===== src/rtl/vgtp_pkg.sv =====
package vgtp_pkg;

	// Longest text that is still valid, in bytes.
	localparam int MAX_TEXT_BYTES = 4096;

	// The byte counter saturates at one past the maximum, so it must hold that value.
	localparam int CNT_W = $clog2(MAX_TEXT_BYTES + 2);
	localparam logic [CNT_W-1:0] MAX_CNT = CNT_W'(MAX_TEXT_BYTES);

	// Geometry dimensions.
	localparam int DIM_W = 15;
	localparam int SUM_W = DIM_W + 3;
	localparam logic [SUM_W-1:0] DIM_LIMIT = SUM_W'(16384);

	// Length of the video= prefix.
	localparam logic [2:0] PREFIX_LEN = 3'd6;

	// Result status codes.
	localparam logic [1:0] STATUS_ABSENT = 2'd0;
	localparam logic [1:0] STATUS_FOUND = 2'd1;
	localparam logic [1:0] STATUS_INVALID = 2'd2;

	// Position within the current token.
	typedef enum logic [2:0] {
		PH_START,
		PH_PREFIX,
		PH_OTHER,
		PH_W_FIRST,
		PH_W_DIGITS,
		PH_H_FIRST,
		PH_H_DIGITS
	} phase_t;

	// One result item as it passes from the parser core to the output register.
	typedef struct packed {
		logic [1:0]       status;
		logic [DIM_W-1:0] width;
		logic [DIM_W-1:0] height;
	} vgtp_result_t;

	// Expected byte of the video= prefix at a given position.
	function automatic logic [7:0] key_byte(input logic [2:0] idx);
		logic [7:0] b;
		case (idx)
			3'd0: b = 8'h76;
			3'd1: b = 8'h69;
			3'd2: b = 8'h64;
			3'd3: b = 8'h65;
			3'd4: b = 8'h6f;
			3'd5: b = 8'h3d;
			default: b = 8'h00;
		endcase
		return b;
	endfunction

endpackage


===== src/rtl/vgtp_core.sv =====
module vgtp_core (
	input  logic                  clk,
	input  logic                  arst_n,
	input  logic                  step,
	input  logic [7:0]            text_byte,
	input  logic                  last_byte,
	output vgtp_pkg::vgtp_result_t result
);

	localparam logic [7:0] CH_SPACE = 8'h20;
	localparam logic [7:0] CH_ZERO  = 8'h30;
	localparam logic [7:0] CH_ONE   = 8'h31;
	localparam logic [7:0] CH_NINE  = 8'h39;
	localparam logic [7:0] CH_X     = 8'h78;
	localparam logic [7:0] BYTE_MIN = 8'd33;
	localparam logic [7:0] BYTE_MAX = 8'd126;

	logic [vgtp_pkg::CNT_W-1:0] bytes_seen_q, cnt_n;
	vgtp_pkg::phase_t           phase_q, phase_n;
	logic [2:0]                 prefix_q, prefix_n;
	logic [vgtp_pkg::DIM_W-1:0] width_q, width_n;
	logic [vgtp_pkg::DIM_W-1:0] height_q, height_n;
	logic                       found_q, found_n;
	logic                       invalid_q, invalid_n;
	logic                       is_digit, is_nonzero;
	logic [vgtp_pkg::SUM_W-1:0] acc_ext, acc_sum;

	// Closing a token: bit 1 marks the text invalid, bit 0 marks a token found.
	function automatic logic [1:0] close_token(input vgtp_pkg::phase_t ph);
		logic [1:0] r;
		case (ph)
			vgtp_pkg::PH_W_FIRST,
			vgtp_pkg::PH_W_DIGITS,
			vgtp_pkg::PH_H_FIRST:  r = 2'b10;
			vgtp_pkg::PH_H_DIGITS: r = 2'b01;
			default:               r = 2'b00;
		endcase
		return r;
	endfunction

	assign is_digit   = (text_byte >= CH_ZERO) && (text_byte <= CH_NINE);
	assign is_nonzero = (text_byte >= CH_ONE) && (text_byte <= CH_NINE);

	// Next value of whichever dimension is being gathered, with this byte appended as a decimal digit.
	always_comb begin
		if (phase_q == vgtp_pkg::PH_H_DIGITS) begin
			acc_ext = {3'b000, height_q};
		end else begin
			acc_ext = {3'b000, width_q};
		end
		acc_sum = (acc_ext << 3) + (acc_ext << 1) + {{(vgtp_pkg::SUM_W-4){1'b0}}, text_byte[3:0]};
	end

	// Next state for one byte, before the return to reset after the last byte.
	always_comb begin
		logic [1:0] cl;
		cnt_n     = bytes_seen_q;
		phase_n   = phase_q;
		prefix_n  = prefix_q;
		width_n   = width_q;
		height_n  = height_q;
		found_n   = found_q;
		invalid_n = invalid_q;
		cl        = 2'b00;

		if (bytes_seen_q <= vgtp_pkg::MAX_CNT) begin
			cnt_n = bytes_seen_q + 1'b1;
		end
		if (cnt_n > vgtp_pkg::MAX_CNT) begin
			invalid_n = 1'b1;
		end

		if (!invalid_n) begin
			if (text_byte == CH_SPACE) begin
				cl        = close_token(phase_q);
				invalid_n = invalid_n | cl[1];
				found_n   = found_n | cl[0];
				phase_n   = vgtp_pkg::PH_START;
				prefix_n  = 3'd0;
			end else if ((text_byte < BYTE_MIN) || (text_byte > BYTE_MAX)) begin
				invalid_n = 1'b1;
			end else begin
				case (phase_q)
					vgtp_pkg::PH_START,
					vgtp_pkg::PH_PREFIX: begin
						if ((prefix_q < vgtp_pkg::PREFIX_LEN) &&
						    (text_byte == vgtp_pkg::key_byte(prefix_q))) begin
							prefix_n = prefix_q + 3'd1;
							phase_n  = vgtp_pkg::PH_PREFIX;
							if (prefix_n == vgtp_pkg::PREFIX_LEN) begin
								if (found_q) begin
									invalid_n = 1'b1;
								end
								phase_n  = vgtp_pkg::PH_W_FIRST;
								width_n  = '0;
								height_n = '0;
							end
						end else begin
							phase_n = vgtp_pkg::PH_OTHER;
						end
					end
					vgtp_pkg::PH_W_FIRST: begin
						if (is_nonzero) begin
							width_n = {{(vgtp_pkg::DIM_W-4){1'b0}}, text_byte[3:0]};
							phase_n = vgtp_pkg::PH_W_DIGITS;
						end else begin
							invalid_n = 1'b1;
						end
					end
					vgtp_pkg::PH_W_DIGITS: begin
						if (is_digit) begin
							if (acc_sum > vgtp_pkg::DIM_LIMIT) begin
								invalid_n = 1'b1;
							end else begin
								width_n = acc_sum[vgtp_pkg::DIM_W-1:0];
							end
						end else if (text_byte == CH_X) begin
							phase_n = vgtp_pkg::PH_H_FIRST;
						end else begin
							invalid_n = 1'b1;
						end
					end
					vgtp_pkg::PH_H_FIRST: begin
						if (is_nonzero) begin
							height_n = {{(vgtp_pkg::DIM_W-4){1'b0}}, text_byte[3:0]};
							phase_n  = vgtp_pkg::PH_H_DIGITS;
						end else begin
							invalid_n = 1'b1;
						end
					end
					vgtp_pkg::PH_H_DIGITS: begin
						if (is_digit && (acc_sum <= vgtp_pkg::DIM_LIMIT)) begin
							height_n = acc_sum[vgtp_pkg::DIM_W-1:0];
						end else begin
							invalid_n = 1'b1;
						end
					end
					default: begin
					end
				endcase
			end
		end

		// The end of the text also closes the token in progress.
		if (last_byte && !invalid_n) begin
			cl        = close_token(phase_n);
			invalid_n = invalid_n | cl[1];
			found_n   = found_n | cl[0];
		end
	end

	// Result item formed from the state after this byte.
	always_comb begin
		if (invalid_n) begin
			result.status = vgtp_pkg::STATUS_INVALID;
			result.width  = '0;
			result.height = '0;
		end else if (found_n) begin
			result.status = vgtp_pkg::STATUS_FOUND;
			result.width  = width_n;
			result.height = height_n;
		end else begin
			result.status = vgtp_pkg::STATUS_ABSENT;
			result.width  = '0;
			result.height = '0;
		end
	end

	// Parser state; the last byte of a text returns it to reset.
	always_ff @(posedge clk or negedge arst_n) begin
		if (!arst_n) begin
			bytes_seen_q <= '0;
			phase_q      <= vgtp_pkg::PH_START;
			prefix_q     <= 3'd0;
			width_q      <= '0;
			height_q     <= '0;
			found_q      <= 1'b0;
			invalid_q    <= 1'b0;
		end else if (step) begin
			if (last_byte) begin
				bytes_seen_q <= '0;
				phase_q      <= vgtp_pkg::PH_START;
				prefix_q     <= 3'd0;
				width_q      <= '0;
				height_q     <= '0;
				found_q      <= 1'b0;
				invalid_q    <= 1'b0;
			end else begin
				bytes_seen_q <= cnt_n;
				phase_q      <= phase_n;
				prefix_q     <= prefix_n;
				width_q      <= width_n;
				height_q     <= height_n;
				found_q      <= found_n;
				invalid_q    <= invalid_n;
			end
		end
	end

endmodule


===== src/rtl/vgtp_out_reg.sv =====
module vgtp_out_reg (
	input  logic                       clk,
	input  logic                       arst_n,
	input  logic                       load,
	input  vgtp_pkg::vgtp_result_t     result,
	input  logic                       out_stall,
	output logic                       out_ready,
	output logic                       out_valid,
	output logic [1:0]                 parse_status,
	output logic [vgtp_pkg::DIM_W-1:0] width_pixels,
	output logic [vgtp_pkg::DIM_W-1:0] height_pixels
);

	logic                   valid_q;
	vgtp_pkg::vgtp_result_t result_q;

	// The register can take a new item when it is empty or its item leaves now.
	assign out_ready = !valid_q || !out_stall;

	// Valid flag of the held result.
	always_ff @(posedge clk or negedge arst_n) begin
		if (!arst_n) begin
			valid_q <= 1'b0;
		end else if (load) begin
			valid_q <= 1'b1;
		end else if (!out_stall) begin
			valid_q <= 1'b0;
		end
	end

	// Result payload, held while stalled.
	always_ff @(posedge clk) begin
		if (load) begin
			result_q <= result;
		end
	end

	assign out_valid     = valid_q;
	assign parse_status  = result_q.status;
	assign width_pixels  = result_q.width;
	assign height_pixels = result_q.height;

endmodule


===== src/rtl/video_geometry_token_parser_top.sv =====
// The result is loaded into the output register as the last byte enters the parser.
// One byte per cycle unless stalled; the input register is freed as its byte enters the parser.
// A last byte waits in the input register only while an earlier result is held by out_stall.
// Reset (arst_n low, asynchronous) empties both registers and returns the parser to the
// start of a text; each last byte also returns the parser to that state.
module video_geometry_token_parser_top (
	input  logic                       clk,
	input  logic                       arst_n,
	input  logic                       in_valid,
	output logic                       in_stall,
	input  logic [7:0]                 text_byte,
	input  logic                       last_byte,
	output logic                       out_valid,
	input  logic                       out_stall,
	output logic [1:0]                 parse_status,
	output logic [vgtp_pkg::DIM_W-1:0] width_pixels,
	output logic [vgtp_pkg::DIM_W-1:0] height_pixels
);

	logic                   valid_s1;
	logic [7:0]             byte_s1;
	logic                   last_s1;
	logic                   step;
	logic                   out_ready;
	vgtp_pkg::vgtp_result_t result;

	// A byte enters the parser unless it is a last byte and the output holds a stalled result.
	assign step     = valid_s1 && (!last_s1 || out_ready);
	assign in_stall = valid_s1 && !step;

	// Input register.
	always_ff @(posedge clk or negedge arst_n) begin
		if (!arst_n) begin
			valid_s1 <= 1'b0;
		end else if (in_valid && !in_stall) begin
			valid_s1 <= 1'b1;
		end else if (step) begin
			valid_s1 <= 1'b0;
		end
	end

	always_ff @(posedge clk) begin
		if (in_valid && !in_stall) begin
			byte_s1 <= text_byte;
			last_s1 <= last_byte;
		end
	end

	vgtp_core u_core (
		.clk       (clk),
		.arst_n    (arst_n),
		.step      (step),
		.text_byte (byte_s1),
		.last_byte (last_s1),
		.result    (result)
	);

	vgtp_out_reg u_out (
		.clk           (clk),
		.arst_n        (arst_n),
		.load          (step && last_s1),
		.result        (result),
		.out_stall     (out_stall),
		.out_ready     (out_ready),
		.out_valid     (out_valid),
		.parse_status  (parse_status),
		.width_pixels  (width_pixels),
		.height_pixels (height_pixels)
	);

endmodule


===== config.mk =====
export PLATFORM = sky130hd
export DESIGN_NAME = video_geometry_token_parser_top
export DESIGN_NICKNAME = d
export VERILOG_FILES = /design/src/rtl/vgtp_pkg.sv /design/src/rtl/vgtp_core.sv /design/src/rtl/vgtp_out_reg.sv /design/src/rtl/video_geometry_token_parser_top.sv
export SDC_FILE = /design/constraint.sdc
export NUM_CORES = 1
export LEC_CHECK = 0
export ABC_AREA = 1
export BUFFER_PORTS_ARGS = -buffer_cell sky130_fd_sc_hd__buf_4
export CORE_MARGIN = 2
export CORE_UTILIZATION = 45
export DETAILED_ROUTE_END_ITERATION = 10
export PLACE_DENSITY = 0.68
export REMOVE_ABC_BUFFERS = 1
export SLEW_MARGIN = 40
export SYNTH_ARGS = -nofsm -noshare
export SYNTH_HDL_FRONTEND = slang
export SYNTH_SLANG_ARGS = --single-unit

===== constraint.sdc =====
create_clock -name clk -period 6.6 [get_ports clk]
set_input_delay 1.32 -clock clk [delete_from_list [all_inputs] [get_ports clk]]
set_output_delay 1.32 -clock clk [all_outputs]
set_load 0.01 [all_outputs]

==> results.toml <==
[place]
place_hpwl_um = 13140
place.gp.congestion = 0.9454
dp_slack_ns = 1.176
port_buffers = 46

[floorplan]
io_pins = 47
rows = 45
fp.dieW_um = 129.4
initial_core_util_pct = 46.35
die_h_um = 129.4
coreArea_um2 = 15260
die_area_um2 = 16730

[synth]
synth_commonest_cells = "nand2_1 (322), inv_1 (128), nand3_1 (88), o21ai_0 (74), nor2_1 (66)"
ys_seq_elements = 94
synth_edf_count = 41
async_flop_share_pct = 56.38
netlist_area_um2 = 7072
synth_flop_cell = "dfrtp_1"
ys_warn_count = 0
syn_area_per_cell_um2 = 7.058
ys_types = 41
postSynthCellCount = 1002
yosysSeqAreaShare_pct = 36.16
yosysTopAreaCell = "dfrtp_1"
synth_top_area_share_pct = 18.75
synth_area_leaders = "dfrtp_1 (19%), edfxtp_1 (17%), nand2_1 (17%)"
yosysMostFrequentCell = "nand2_1"

[sta]
post-route-period-util_pct = 83.25
hold_violations = 0
relSlewSlack_pct = 47.12
slew_viol_final = 0
rsz0062_at_grt = "false"
max_freq_mhz = 182.0
worst_slack_ns = 1.105
setup_viol = 0
fin_hold_ws_ns = 0.5165
finClkSkew_ns = 0.01027
period_needed_ns = 5.495
tightest_slew_ns = 0.7913
fin_setup_tns_ns = 0

[min_path]
hold_class = "register to register"
hold_end = "u_out.out_valid"
min-delay-start = "u_out.out_valid"
whs_path_depth = 2

[global_route]
grt_use_total_pct = 22.94
grt-ovfl-total = 0
grt_max_degree = 54
grt_pass1_wl_um = 30400
grt_pass1_vias = 6175
antenna_found_initial = 0

[final_layout]
nNetsFinal = 1088
fillers = 1478
antennaDiodeCount = 0
drive_gt1_share_pct = 11.61
fin_util_pct = 51.57
syn_to_final_growth_pct = 11.27

[clocking]
post_cts_buffers = 0
clk_latency_ns = 0.36
clk_pin_slew_ns = 0.07
ctsResizeCount = 0
cts.htree.levels = 3
cts_sinks = 94
clock-root-buffer = "clkbuf_16"
cts_hold_buf = 0
cts_buffer_depth = 2
numCtsBuffers = 9
cts_tree = "built"

[critical_path]
critPathSlowestCell = "inv_1"
worstSetupEndpointType = "register"
critPathRequiredTime_ns = 6.70
crit_path_frequent_cell = "nand2_1"
worst-path-max-fanout = 28
arrival_ns = 5.60
rrSetupSlack_ns = 1.11
critPathTopFamily = "simple AND/OR/NAND/NOR gates"
r2r_end = "u_out.height_pixels[0]"
worstSetupPathType = "register to register"
worstPathBufferInverterCount = 6
slowest_delay_ns = 0.55
reg2regPathDepth = 25
r2r_start = "u_core.phase_q[1]"
crit_path_start_kind = "register"

[drt]
vias = 6651
routedWlPerCell_um = 14.51
wl_um = 18180
drt-initial-drc-count = 639
postRouteAntennaNets = 0
drc = 1
firstDrtPassIters = 10
viasPerCell = 5.308

[status]
violations = "DRC"
status = "complete, but fails checks"

[pwr]
power_density_nw_per_um2 = 214.3
cellLeakagePower_uw = 0.003740
peakVddDrop_v = 0.0001425

[run]
max_cap_violations = 0
how the worst max path moves through the flow:
| stage | startpoint | end | slack, ns | cells after the start |
|---|---|---|---|---|
| final | u_core.phase_q[1] | u_out.height_pixels[0] | 1.11 | 25 |
| after floorplan | u_core.phase_q[1] | u_out.width_pixels[10] | 1.92 | 23 |
| after global routing | u_core.phase_q[1] | u_out.width_pixels[0] | 0.55 | 27 |
| after CTS | u_core.phase_q[1] | u_out.width_pixels[0] | 1.10 | 24 |
| after detailed placement | u_core.phase_q[1] | u_out.width_pixels[0] | 1.18 | 24 |
| after global placement | u_core.phase_q[1] | u_out.width_pixels[0] | 1.30 | 24 |
logic make-up after synthesis:
group,after synthesis,synth area share [%]
buffers and inverters,159,9.094
DFF,94,36.16
xor gates and xnor gates,10,1.239
adders and majority gates,38,6.936
and+or+nand+nor,556,34.55
AOI/OAI and AO/OA,145,12.01
cell type report:
cell class	instances	area (µm²)	area share [%]
multi-input combinational	749	3881	49.32
sequential	94	2557	32.50
inverter	131	491.7	6.249
timing repair buffer	52	390.4	4.961
tap	211	264.0	3.355
clock buffer	10	239.0	3.037
clock inverter	6	45.04	0.5724
where the power goes:
group | total (µW) | internal, µW | switching (µW)
Sequential | 702 | 656 | 45.4
Combinational | 488 | 157 | 331
Clock | 497 | 267 | 230
Total | 1690 | 1080 | 606
layout by cell type (no fill, tap or decap), types with 3 or more instances in the layout:
cell type and n:
nand2_1 322, clkbuf_16 9, nor2_1 64, dfrtp_1 53, a32o_1 3, nand3_1 88
nand2_2 5, o211ai_1 20, edfxtp_1 41, or2_2 4, inv_1 127, buf_4 52
nor2_2 32, o21ai_0 74, clkinv_1 3, nand3b_1 8, o22ai_1 20, nand4_1 18
xor2_1 8, clkinv_4 3, ha_1 36, nor3_1 5, nand3_2 3, a21oi_1 18
per-stage QoR:
step / total power [µW] / cell area (µm²) / cells
detailed placement: 1194 / 7580 / 1237
global route: 1797 / 7869 / 1253
global placement: 1186 / 7577 / 1237
floorplan: 1054 / 6920 / 974
CTS: 1697 / 7864 / 1253
finish: 1686 / 7869 / 1253
flip-flops by register name (all words and copies together) (netlist names), 2 cells and up:
name                 cells
byte_s1                  8
u_core.width_q          15
u_out.height_pixels     15
u_out.width_pixels      15
u_out.parse_status       2
u_core.prefix_q          3
u_core.phase_q           3
u_core.height_q         15
u_core.bytes_seen_q     13
routing by layer:
layer,routed length (µm),vias up,global-route usage (%)
met5,0,-,0
met4,483,0,8.760
met3,915,33,2.725
met2,8418,212,37.09
met1,8362,3051,31.65
li1,-,3355,-
tightest hold or removal path, stage by stage, from the launching register on:
cell and delay, ns:
dfrtp_1 0.38, nand2_1 0.06, nand2_1 0.05
Power figures use the tool's default switching activity.
